--- config.mk ---
export PLATFORM = sky130hd
export DESIGN_NAME = linear_scan_priority_queue_flat
export DESIGN_NICKNAME = d
export VERILOG_FILES = /design/src/hdl/lspq_pkg.sv /design/src/hdl/lspq_if.sv /design/src/hdl/linear_scan_priority_queue.sv /design/src/hdl/lspq_mem.sv /design/src/hdl/lspq_best.sv /design/src/flat_wrapper.sv
export SDC_FILE = /design/constraint.sdc
export NUM_CORES = 2
export LEC_CHECK = 0
export BUFFER_PORTS_ARGS = -buffer_cell sky130_fd_sc_hd__buf_2
export CORE_ASPECT_RATIO = 0.75
export CORE_MARGIN = 2
export CORE_UTILIZATION = 30
export DETAILED_ROUTE_END_ITERATION = 8
export SETUP_SLACK_MARGIN = 0.4
export SLEW_MARGIN = 20
export SYNTH_ARGS = -nofsm -noshare
export SYNTH_HDL_FRONTEND = slang
export SYNTH_SLANG_ARGS = --single-unit
export TNS_END_PERCENT = 50
--- constraint.sdc ---
create_clock -name i_clk -period 9.7 [get_ports i_clk]
set_clock_uncertainty 0.1 [all_clocks]
set_input_delay 2.425 -clock i_clk [delete_from_list [all_inputs] [get_ports i_clk]]
set_output_delay 2.425 -clock i_clk [all_outputs]
set_load 0.02 [all_outputs]
--- src/hdl/lspq_pkg.sv ---
// ----------------------------------------------------------------------------
// lspq_pkg
// Types, constants and the entry ordering shared by the priority queue files.
// ----------------------------------------------------------------------------
package lspq_pkg;

    localparam int CAPACITY = 64;
    localparam int ADDR_W   = (CAPACITY > 1) ? $clog2(CAPACITY) : 1;
    localparam int CNT_W    = $clog2(CAPACITY + 1);

    typedef logic signed [31:0] t_word;
    typedef logic [ADDR_W-1:0]  t_addr;
    typedef logic [CNT_W-1:0]   t_count;

    localparam logic REQ_INSERT = 1'b0;
    localparam logic REQ_REMOVE = 1'b1;

    typedef enum logic [1:0] {
        ST_DONE  = 2'd0,
        ST_FULL  = 2'd1,
        ST_EMPTY = 2'd2
    } t_status;

    typedef struct packed {
        t_word value;
        t_word prio;
    } t_entry;

    typedef struct packed {
        logic   we;
        t_addr  waddr;
        t_entry wdata;
        logic   re;
        t_addr  raddr;
    } t_mem_cmd;

    typedef struct packed {
        t_addr  b1_idx;
        t_entry b1;
        logic   b2_vld;
        t_entry b2;
    } t_best;

    // True when entry a is served before an earlier entry b.
    function automatic logic beats(t_entry a, t_entry b);
        return (a.prio > b.prio) ||
               ((a.prio == b.prio) && (a.value > b.value));
    endfunction

endpackage

--- src/hdl/lspq_if.sv ---
// ----------------------------------------------------------------------------
// lspq_req_if / lspq_rsp_if
// Valid/ready channels for request and response words of the queue.
// ----------------------------------------------------------------------------
interface lspq_req_if import lspq_pkg::*; ();
    logic  valid;
    logic  ready;
    logic  req_type;
    t_word item_value;
    t_word item_priority;

    modport source (output valid, req_type, item_value, item_priority, input ready);
    modport sink   (input valid, req_type, item_value, item_priority, output ready);
endinterface

interface lspq_rsp_if import lspq_pkg::*; ();
    logic       valid;
    logic       ready;
    logic [1:0] status;
    t_word      removed_value;
    t_word      removed_priority;
    logic       top_valid;
    t_word      top_value;
    t_word      top_priority;
    logic [6:0] entry_count;
    logic       is_full;

    modport source (output valid, status, removed_value, removed_priority, top_valid,
                    top_value, top_priority, entry_count, is_full, input ready);
    modport sink   (input valid, status, removed_value, removed_priority, top_valid,
                    top_value, top_priority, entry_count, is_full, output ready);
endinterface

--- src/hdl/linear_scan_priority_queue.sv ---
// ----------------------------------------------------------------------------
// linear_scan_priority_queue
// Unsorted-array priority queue with a scanning remove and a shifting close.
// ----------------------------------------------------------------------------
// Requests arrive as words on i_req (insert or remove), and each request
// gives exactly one response word on o_rsp with the status, the removed
// entry, the best entry left, the count and the full flag.
// Entries are kept in insertion order in a single-port-write, registered-read
// store. The best entry is tracked in a register, so an insert needs no scan:
// it goes straight to the finish state, which loads its response.
// A remove scans all N stored entries through one compare unit, passes a
// setup state, then shifts the entries after the removed one down at one
// per cycle (none move when it is the last entry); the scan and the shift
// both go over the store's single read port.
// The scan also finds the runner-up, which becomes the new best entry.
// i_req.ready is high only while no request is at work.
// A finished response waits in the output register; if o_rsp is stalled the
// next request is still accepted and worked on, and its completion waits
// until the held word is taken. Reset empties the queue and drops any
// pending response; the store itself is not cleared.
// ----------------------------------------------------------------------------
module linear_scan_priority_queue import lspq_pkg::*; (
    input  logic        i_clk,
    input  logic        i_rst_n,
    lspq_req_if.sink    i_req,
    lspq_rsp_if.source  o_rsp
);

    typedef enum logic [2:0] {
        S_IDLE,
        S_SCAN,
        S_SETUP,
        S_SHIFT,
        S_FINISH
    } t_state;

    t_state   r_state;
    t_count   r_count;
    t_count   r_rd_idx;
    t_addr    r_cmp_idx;
    logic     r_cmp_vld;
    t_entry   r_top;
    t_status  r_res_status;
    t_entry   r_res_removed;

    logic     r_out_valid;
    t_status  r_out_status;
    t_entry   r_out_removed;
    logic     r_out_top_valid;
    t_entry   r_out_top;
    t_count   r_out_count;
    logic     r_out_full;

    t_mem_cmd mem_cmd;
    t_entry   rd_data;
    t_best    best;
    t_entry   new_entry;
    logic     accept;
    logic     is_full;
    logic     read_more;
    logic     scan_last;

    assign new_entry = '{value: i_req.item_value, prio: i_req.item_priority};
    assign accept    = i_req.valid && i_req.ready;
    assign is_full   = (r_count == t_count'(CAPACITY));
    assign read_more = (r_rd_idx < r_count);
    assign scan_last = r_cmp_vld && (t_count'(r_cmp_idx) == r_count - t_count'(1));

    always_comb begin
        mem_cmd       = '0;
        mem_cmd.wdata = new_entry;
        mem_cmd.waddr = t_addr'(r_count);
        mem_cmd.raddr = t_addr'(r_rd_idx);
        unique case (r_state)
            S_IDLE: begin
                mem_cmd.we = accept && (i_req.req_type == REQ_INSERT) && !is_full;
            end
            S_SCAN: begin
                mem_cmd.re = read_more;
            end
            S_SHIFT: begin
                mem_cmd.re    = read_more;
                mem_cmd.we    = r_cmp_vld;
                mem_cmd.waddr = r_cmp_idx - t_addr'(1);
                mem_cmd.wdata = rd_data;
            end
            default: begin
            end
        endcase
    end

    lspq_mem u_mem (
        .i_clk     (i_clk),
        .i_cmd     (mem_cmd),
        .o_rd_data (rd_data)
    );

    lspq_best u_best (
        .i_clk   (i_clk),
        .i_en    ((r_state == S_SCAN) && r_cmp_vld),
        .i_idx   (r_cmp_idx),
        .i_entry (rd_data),
        .o_best  (best)
    );

    always_ff @(posedge i_clk) begin
        if (!i_rst_n) begin
            r_state     <= S_IDLE;
            r_count     <= '0;
            r_rd_idx    <= '0;
            r_cmp_vld   <= 1'b0;
            r_out_valid <= 1'b0;
        end else begin
            if (r_out_valid && o_rsp.ready && (r_state != S_FINISH)) begin
                r_out_valid <= 1'b0;
            end
            unique case (r_state)
                S_IDLE: begin
                    if (accept) begin
                        r_res_removed <= '0;
                        if (i_req.req_type == REQ_INSERT) begin
                            r_state <= S_FINISH;
                            if (is_full) begin
                                r_res_status <= ST_FULL;
                            end else begin
                                r_res_status <= ST_DONE;
                                r_count      <= r_count + t_count'(1);
                                if (r_count == '0 || beats(new_entry, r_top)) begin
                                    r_top <= new_entry;
                                end
                            end
                        end else if (r_count == '0) begin
                            r_res_status <= ST_EMPTY;
                            r_state      <= S_FINISH;
                        end else begin
                            r_rd_idx  <= '0;
                            r_cmp_vld <= 1'b0;
                            r_state   <= S_SCAN;
                        end
                    end
                end
                S_SCAN: begin
                    r_cmp_vld <= read_more;
                    r_cmp_idx <= t_addr'(r_rd_idx);
                    if (read_more) begin
                        r_rd_idx <= r_rd_idx + t_count'(1);
                    end
                    if (scan_last) begin
                        r_state <= S_SETUP;
                    end
                end
                S_SETUP: begin
                    r_rd_idx  <= t_count'(best.b1_idx) + t_count'(1);
                    r_cmp_vld <= 1'b0;
                    r_state   <= S_SHIFT;
                end
                S_SHIFT: begin
                    r_cmp_vld <= read_more;
                    r_cmp_idx <= t_addr'(r_rd_idx);
                    if (read_more) begin
                        r_rd_idx <= r_rd_idx + t_count'(1);
                    end else if (!r_cmp_vld) begin
                        // Every later entry has moved down one place.
                        r_count       <= r_count - t_count'(1);
                        r_res_status  <= ST_DONE;
                        r_res_removed <= best.b1;
                        r_top         <= best.b2;
                        r_state       <= S_FINISH;
                    end
                end
                S_FINISH: begin
                    if (!r_out_valid || o_rsp.ready) begin
                        r_out_valid     <= 1'b1;
                        r_out_status    <= r_res_status;
                        r_out_removed   <= r_res_removed;
                        r_out_top_valid <= (r_count != '0);
                        r_out_top       <= (r_count != '0) ? r_top : '0;
                        r_out_count     <= r_count;
                        r_out_full      <= is_full;
                        r_state         <= S_IDLE;
                    end
                end
                default: begin
                    r_state <= S_IDLE;
                end
            endcase
        end
    end

    assign i_req.ready            = (r_state == S_IDLE);
    assign o_rsp.valid            = r_out_valid;
    assign o_rsp.status           = r_out_status;
    assign o_rsp.removed_value    = r_out_removed.value;
    assign o_rsp.removed_priority = r_out_removed.prio;
    assign o_rsp.top_valid        = r_out_top_valid;
    assign o_rsp.top_value        = r_out_top.value;
    assign o_rsp.top_priority     = r_out_top.prio;
    assign o_rsp.entry_count      = 7'(r_out_count);
    assign o_rsp.is_full          = r_out_full;

    a_count_bound: assert property (@(posedge i_clk) disable iff (!i_rst_n)
        r_count <= t_count'(CAPACITY))
        else $error("stored count exceeds capacity");

    a_insert_grows: assert property (@(posedge i_clk) disable iff (!i_rst_n)
        accept && (i_req.req_type == REQ_INSERT) && !is_full
        |=> r_count == $past(r_count) + t_count'(1))
        else $error("accepted insert did not grow the count");

    a_shift_in_range: assert property (@(posedge i_clk) disable iff (!i_rst_n)
        (r_state == S_SHIFT) && mem_cmd.we |-> t_count'(mem_cmd.waddr) < r_count)
        else $error("shift writes beyond the stored entries");

    a_full_status: assert property (@(posedge i_clk) disable iff (!i_rst_n)
        r_out_valid && (r_out_status == ST_FULL) |-> r_out_full)
        else $error("dropped insert reported without full flag");

endmodule

--- src/hdl/lspq_mem.sv ---
// ----------------------------------------------------------------------------
// lspq_mem
// Entry store: one write port and one read port with registered read data.
// ----------------------------------------------------------------------------
module lspq_mem import lspq_pkg::*; (
    input  logic     i_clk,
    input  t_mem_cmd i_cmd,
    output t_entry   o_rd_data
);

    t_entry r_mem [CAPACITY];
    t_entry r_rd_data;

    always_ff @(posedge i_clk) begin
        if (i_cmd.we) begin
            r_mem[i_cmd.waddr] <= i_cmd.wdata;
        end
        if (i_cmd.re) begin
            r_rd_data <= r_mem[i_cmd.raddr];
        end
    end

    assign o_rd_data = r_rd_data;

endmodule

--- src/hdl/lspq_best.sv ---
// ----------------------------------------------------------------------------
// lspq_best
// Shared compare unit that keeps the best and second-best entry of a scan.
// ----------------------------------------------------------------------------
module lspq_best import lspq_pkg::*; (
    input  logic   i_clk,
    input  logic   i_en,
    input  t_addr  i_idx,
    input  t_entry i_entry,
    output t_best  o_best
);

    t_best r_best;

    // Entries arrive in index order, so a strict win against the held entries
    // also keeps the earliest entry on a full tie.
    always_ff @(posedge i_clk) begin
        if (i_en) begin
            if (i_idx == '0) begin
                r_best.b1_idx <= i_idx;
                r_best.b1     <= i_entry;
                r_best.b2_vld <= 1'b0;
            end else if (beats(i_entry, r_best.b1)) begin
                r_best.b1_idx <= i_idx;
                r_best.b1     <= i_entry;
                r_best.b2     <= r_best.b1;
                r_best.b2_vld <= 1'b1;
            end else if (!r_best.b2_vld || beats(i_entry, r_best.b2)) begin
                r_best.b2     <= i_entry;
                r_best.b2_vld <= 1'b1;
            end
        end
    end

    assign o_best = r_best;

endmodule

--- src/flat_wrapper.sv ---
// flat-port wrapper written by rule: the top's interface ports become plain ports
module linear_scan_priority_queue_flat import lspq_pkg::*;
  (i_clk, i_rst_n, i_req_valid, i_req_req_type, i_req_item_value, i_req_item_priority, i_req_ready, o_rsp_valid, o_rsp_status, o_rsp_removed_value, o_rsp_removed_priority, o_rsp_top_valid, o_rsp_top_value, o_rsp_top_priority, o_rsp_entry_count, o_rsp_is_full, o_rsp_ready);
  lspq_req_if i_req_i ();
  lspq_rsp_if o_rsp_i ();
  input  logic i_clk;
  input  logic i_rst_n;
  input wire logic [$bits(i_req_i.valid)-1:0] i_req_valid;
  input wire logic [$bits(i_req_i.req_type)-1:0] i_req_req_type;
  input wire logic [$bits(i_req_i.item_value)-1:0] i_req_item_value;
  input wire logic [$bits(i_req_i.item_priority)-1:0] i_req_item_priority;
  output wire logic [$bits(i_req_i.ready)-1:0] i_req_ready;
  output wire logic [$bits(o_rsp_i.valid)-1:0] o_rsp_valid;
  output wire logic [$bits(o_rsp_i.status)-1:0] o_rsp_status;
  output wire logic [$bits(o_rsp_i.removed_value)-1:0] o_rsp_removed_value;
  output wire logic [$bits(o_rsp_i.removed_priority)-1:0] o_rsp_removed_priority;
  output wire logic [$bits(o_rsp_i.top_valid)-1:0] o_rsp_top_valid;
  output wire logic [$bits(o_rsp_i.top_value)-1:0] o_rsp_top_value;
  output wire logic [$bits(o_rsp_i.top_priority)-1:0] o_rsp_top_priority;
  output wire logic [$bits(o_rsp_i.entry_count)-1:0] o_rsp_entry_count;
  output wire logic [$bits(o_rsp_i.is_full)-1:0] o_rsp_is_full;
  input wire logic [$bits(o_rsp_i.ready)-1:0] o_rsp_ready;
  assign i_req_i.valid = i_req_valid;
  assign i_req_i.req_type = i_req_req_type;
  assign i_req_i.item_value = i_req_item_value;
  assign i_req_i.item_priority = i_req_item_priority;
  assign i_req_ready = i_req_i.ready;
  assign o_rsp_valid = o_rsp_i.valid;
  assign o_rsp_status = o_rsp_i.status;
  assign o_rsp_removed_value = o_rsp_i.removed_value;
  assign o_rsp_removed_priority = o_rsp_i.removed_priority;
  assign o_rsp_top_valid = o_rsp_i.top_valid;
  assign o_rsp_top_value = o_rsp_i.top_value;
  assign o_rsp_top_priority = o_rsp_i.top_priority;
  assign o_rsp_entry_count = o_rsp_i.entry_count;
  assign o_rsp_is_full = o_rsp_i.is_full;
  assign o_rsp_i.ready = o_rsp_ready;
  linear_scan_priority_queue u_core (.i_clk(i_clk), .i_rst_n(i_rst_n), .i_req(i_req_i), .o_rsp(o_rsp_i));
endmodule
==> impl_results.md <==
- Status: finished clean
- DR vias/cell: around 5.2
- Crit-path cells: buf_2 > ha_1 > nand4_1 > or4_1 > a21oi_1 > nor3_1 > a311oi_1 > o311ai_0 > a31oi_4 > buf_4
- Wirelength per Cell: 30.71 µm
- Core area: 592900 µm²
- Number of global-route vias before repair: 86104
- Max stage delay on crit path: approximately 0.82 ns
- Synth warn: 0
- Tmin final: 6.061 ns
- Worst Path Class, Setup: in -> reg
- Sw frac: 21.16%
- Worst Path Arrival: 6.67 ns
- Post-synth EDFFs: 4570
- Drt first pass iters: 6
- Max Fanout on Critical Path: 18
- Cell area after placement: 190900 µm²
- # rows: approximately 250
- Clock share of power: 42.2%
- Starting DRT DRC Count: ~13000
- GR Overflow Total: 0
- DIE AREA: ~600000 µm²
- Global-route wire length before repair: 698.7 mm
- Number of synthesized register bits: 4589
- Final Non-Filler Cells: around 17000
- Combinational power share: 2.5%
- Pin count of the biggest net entering global routing: 132
- Clock buffer count from CTS: 434
- I/O pin cnt: 210
- Sw power: 8.396 mW
- Final setup TNS: 0 ns
- Hold Path Class: reg -> reg
- FF-to-FF path depth: 10
- Most used DFF post-synth: edfxtp_1
- Tcrit/Tclk final: 62.49%
- Average footprint of a synthesized cell: 23.01 µm²
- Area of the multi-input gates: between 30000 and 40000 µm²
- Die W: 894.1 µm
- Total of max-cap violations: 0
- Most frequent cells in the layout: 4570 x edfxtp_1, 1344 x mux4_2, 436 x clkbuf_16, 269 x nand2_1, 237 x buf_4
- Synth unique cells: between 60 and 70
- DRC: 0
- Clock Sink Count: 4589
- Worst-path clk slew: 0.07 ns
- VDD IR max: 0.1706 mV
- Starting Density: 30.07%
- # fillers: 54316
- Root buf cell: clkbuf_16
- Slew Viols, Final: 0
- Mapped Nets: 8018
- Worst hold path cell count: 0
- CP endpoint kind: register
- Post-CTS setup buffer count: 0
- P_leak: slightly above 60 nW
- Layout cell share with drive strength beyond 1: 29.84%
- Most common cell after layout, fill and taps aside: edfxtp_1
- GP Congestion: about 0.84
- IO buf count: between 200 and 250
- Initial antenna violation count: 33
- Synth-to-Final Area Change: 14.91%
- Clk Latency, worst-skew pair: around 1.1 ns
- Post-route design area: 204800 µm²
- Tightest Pin Transition: 1.201 ns
- Synth Instances: 7747
- CTS max path bufs: 4
- CTS tree: built
- CP required: 10.31 ns
- Normalized max-slew margin: 19.93%
- Antenna-violating nets left: 0
- Register area: 137600 µm²
- DP Wirelength: roughly 290 mm
- Overall Global Routing Usage: 16.42%
- Int Power: 31.29 mW
- CP startpoint kind: input port
- PD cells: 193.8 nW/µm²
- Total power: 39.68 mW
- Post-CTS sizing: 0
- Hold_buf cts: 0
- Async S/R FF share, synth: 0%
- Placed insts: roughly 16000
- Fin worst setup slack: 3.639 ns
- Final setup vio count: 0
- Layout Nets: 8584
- Final hold vios: 0
- Setup WS pre-CTS: 2.619 ns
- Max Fclk: between 150 and 200 MHz
- WL final: 509.4 mm
- Mapped Area: between 150000 and 200000 µm²
- Chip Height: 671.5 µm
- Unrepaired setup endpoints after global routing: false
- Sequential Power Share: between 50% and 60%
- Post-synthesis sequential area ratio: approximately 77%
- Routed via count: approximately 87000
- H-Tree Level Count: 5
- Slowest CP cell: or4_1
[layout make-up]
type,instances,area share (%)
Antenna cell,8,0.009774
Clock buffer,523,5.486
Clock inverter,279,1.285
Inverter,211,0.3867
Multi-Input combinational cell,2590,19.03
Sequential cell,4589,67.20
Tap cell,7904,4.828
Timing Repair Buffer,487,1.778
[through the flow]
step | hold slack [ns] | util (%)
2_1_floorplan | 0.3003 | -
4_1_cts | 0.2937 | 34.54
6_report | 0.2896 | 34.55
3_5_place_dp | 0.3045 | 32.20
3_3_place_gp | 0.3034 | 32.17
5_1_grt | 0.2965 | 34.55
[state kept, by name (all words and copies together) (netlist names), 32 cells and up]
| signal | count |
|---|---|
| u_core.u_best.o_best | 135 |
| u_core.u_mem.r_mem | 4096 |
| u_core.o_rsp.top_value | 32 |
| u_core.o_rsp.top_priority | 32 |
| u_core.o_rsp.removed_priority | 32 |
| u_core.o_rsp.removed_value | 32 |
| u_core.r_top | 64 |
| u_core.r_res_removed | 64 |
| u_core.u_mem.o_rd_data | 64 |
[kinds of logic (layout without fill, tap and decap cells)]
logic type | after synthesis | after routing | synth area share (%)
other | 0 | 8 | 0
flip-flops | 4589 | 4589 | 77.20
adder cells (fa/ha/maj) | 202 | 202 | 1.418
AO/OA/AOI/OAI | 296 | 296 | 0.9792
multiplexers | 1414 | 1414 | 17.42
buffers and inverters | 568 | 1500 | 1.267
XOR/XNOR | 20 | 20 | 0.09827
AND/OR/NAND/NOR | 658 | 658 | 1.611
[power by group through the flow]
stage | Sequential [mW] | Clock, mW | Combinational, mW
3_5_place_dp | 22.4 | 0 | 0.987
2_1_floorplan | 22.4 | 0 | 0.440
3_3_place_gp | 22.4 | 0 | 0.959
6_report | 22.0 | 16.7 | 0.978
5_1_grt | 22.0 | 17.8 | 1.05
4_1_cts | 22.0 | 17.0 | 0.988
[path summary, 6_finish.rpt]
path	startpoint	end	slack (ns)
min	u_core.r_res_removed[23]	u_core.o_rsp.removed_priority[23]	0.29
min reg2reg	u_core.r_res_removed[23]	u_core.o_rsp.removed_priority[23]	0.29
max	i_req_item_priority[14]	u_core.r_top[22]	3.64
max reg2reg	u_core.u_mem.o_rd_data[63]	u_core.u_best.o_best[8]	3.95
[metal layers]
| layer | GRT usage (%) | wire length (µm) |
|---|---|---|
| met5 | 0 | 27 |
| met4 | 5.219 | 18270 |
| met3 | 3.628 | 50510 |
| met2 | 25.05 | 229800 |
| met1 | 23.50 | 210800 |
[worst max-delay path, delay by kind of cell]
| family | cells | cell delay, ns |
|---|---|---|
| AND/OR/NAND/NOR | 3 | 1.20 |
| AO/OA/AOI/OAI | 4 | 2.15 |
| adder cells (fa/ha/maj) | 1 | 0.28 |
| buffers and inverters | 2 | 0.57 |
[cell usage after synthesis, types with 19 or more instances]
| cell | number | share of area (%) |
|---|---|---|
| clkbuf_1 | 233 | 0.49 |
| nand4_1 | 41 | 0.14 |
| dfxtp_1 | 19 | 0.21 |
| nand2_1 | 270 | 0.57 |
| buf_1 | 38 | 0.080 |
| edfxtp_1 | 4570 | 77 |
| ha_1 | 202 | 1.4 |
| a21oi_1 | 87 | 0.24 |
| nand3_1 | 27 | 0.076 |
| mux2_2 | 67 | 0.42 |
| mux4_2 | 1344 | 17 |
| buf_2 | 80 | 0.22 |
| o21ai_0 | 114 | 0.32 |
| nor2_1 | 227 | 0.48 |
| inv_1 | 210 | 0.44 |
(Power assumes the default switching activity.)
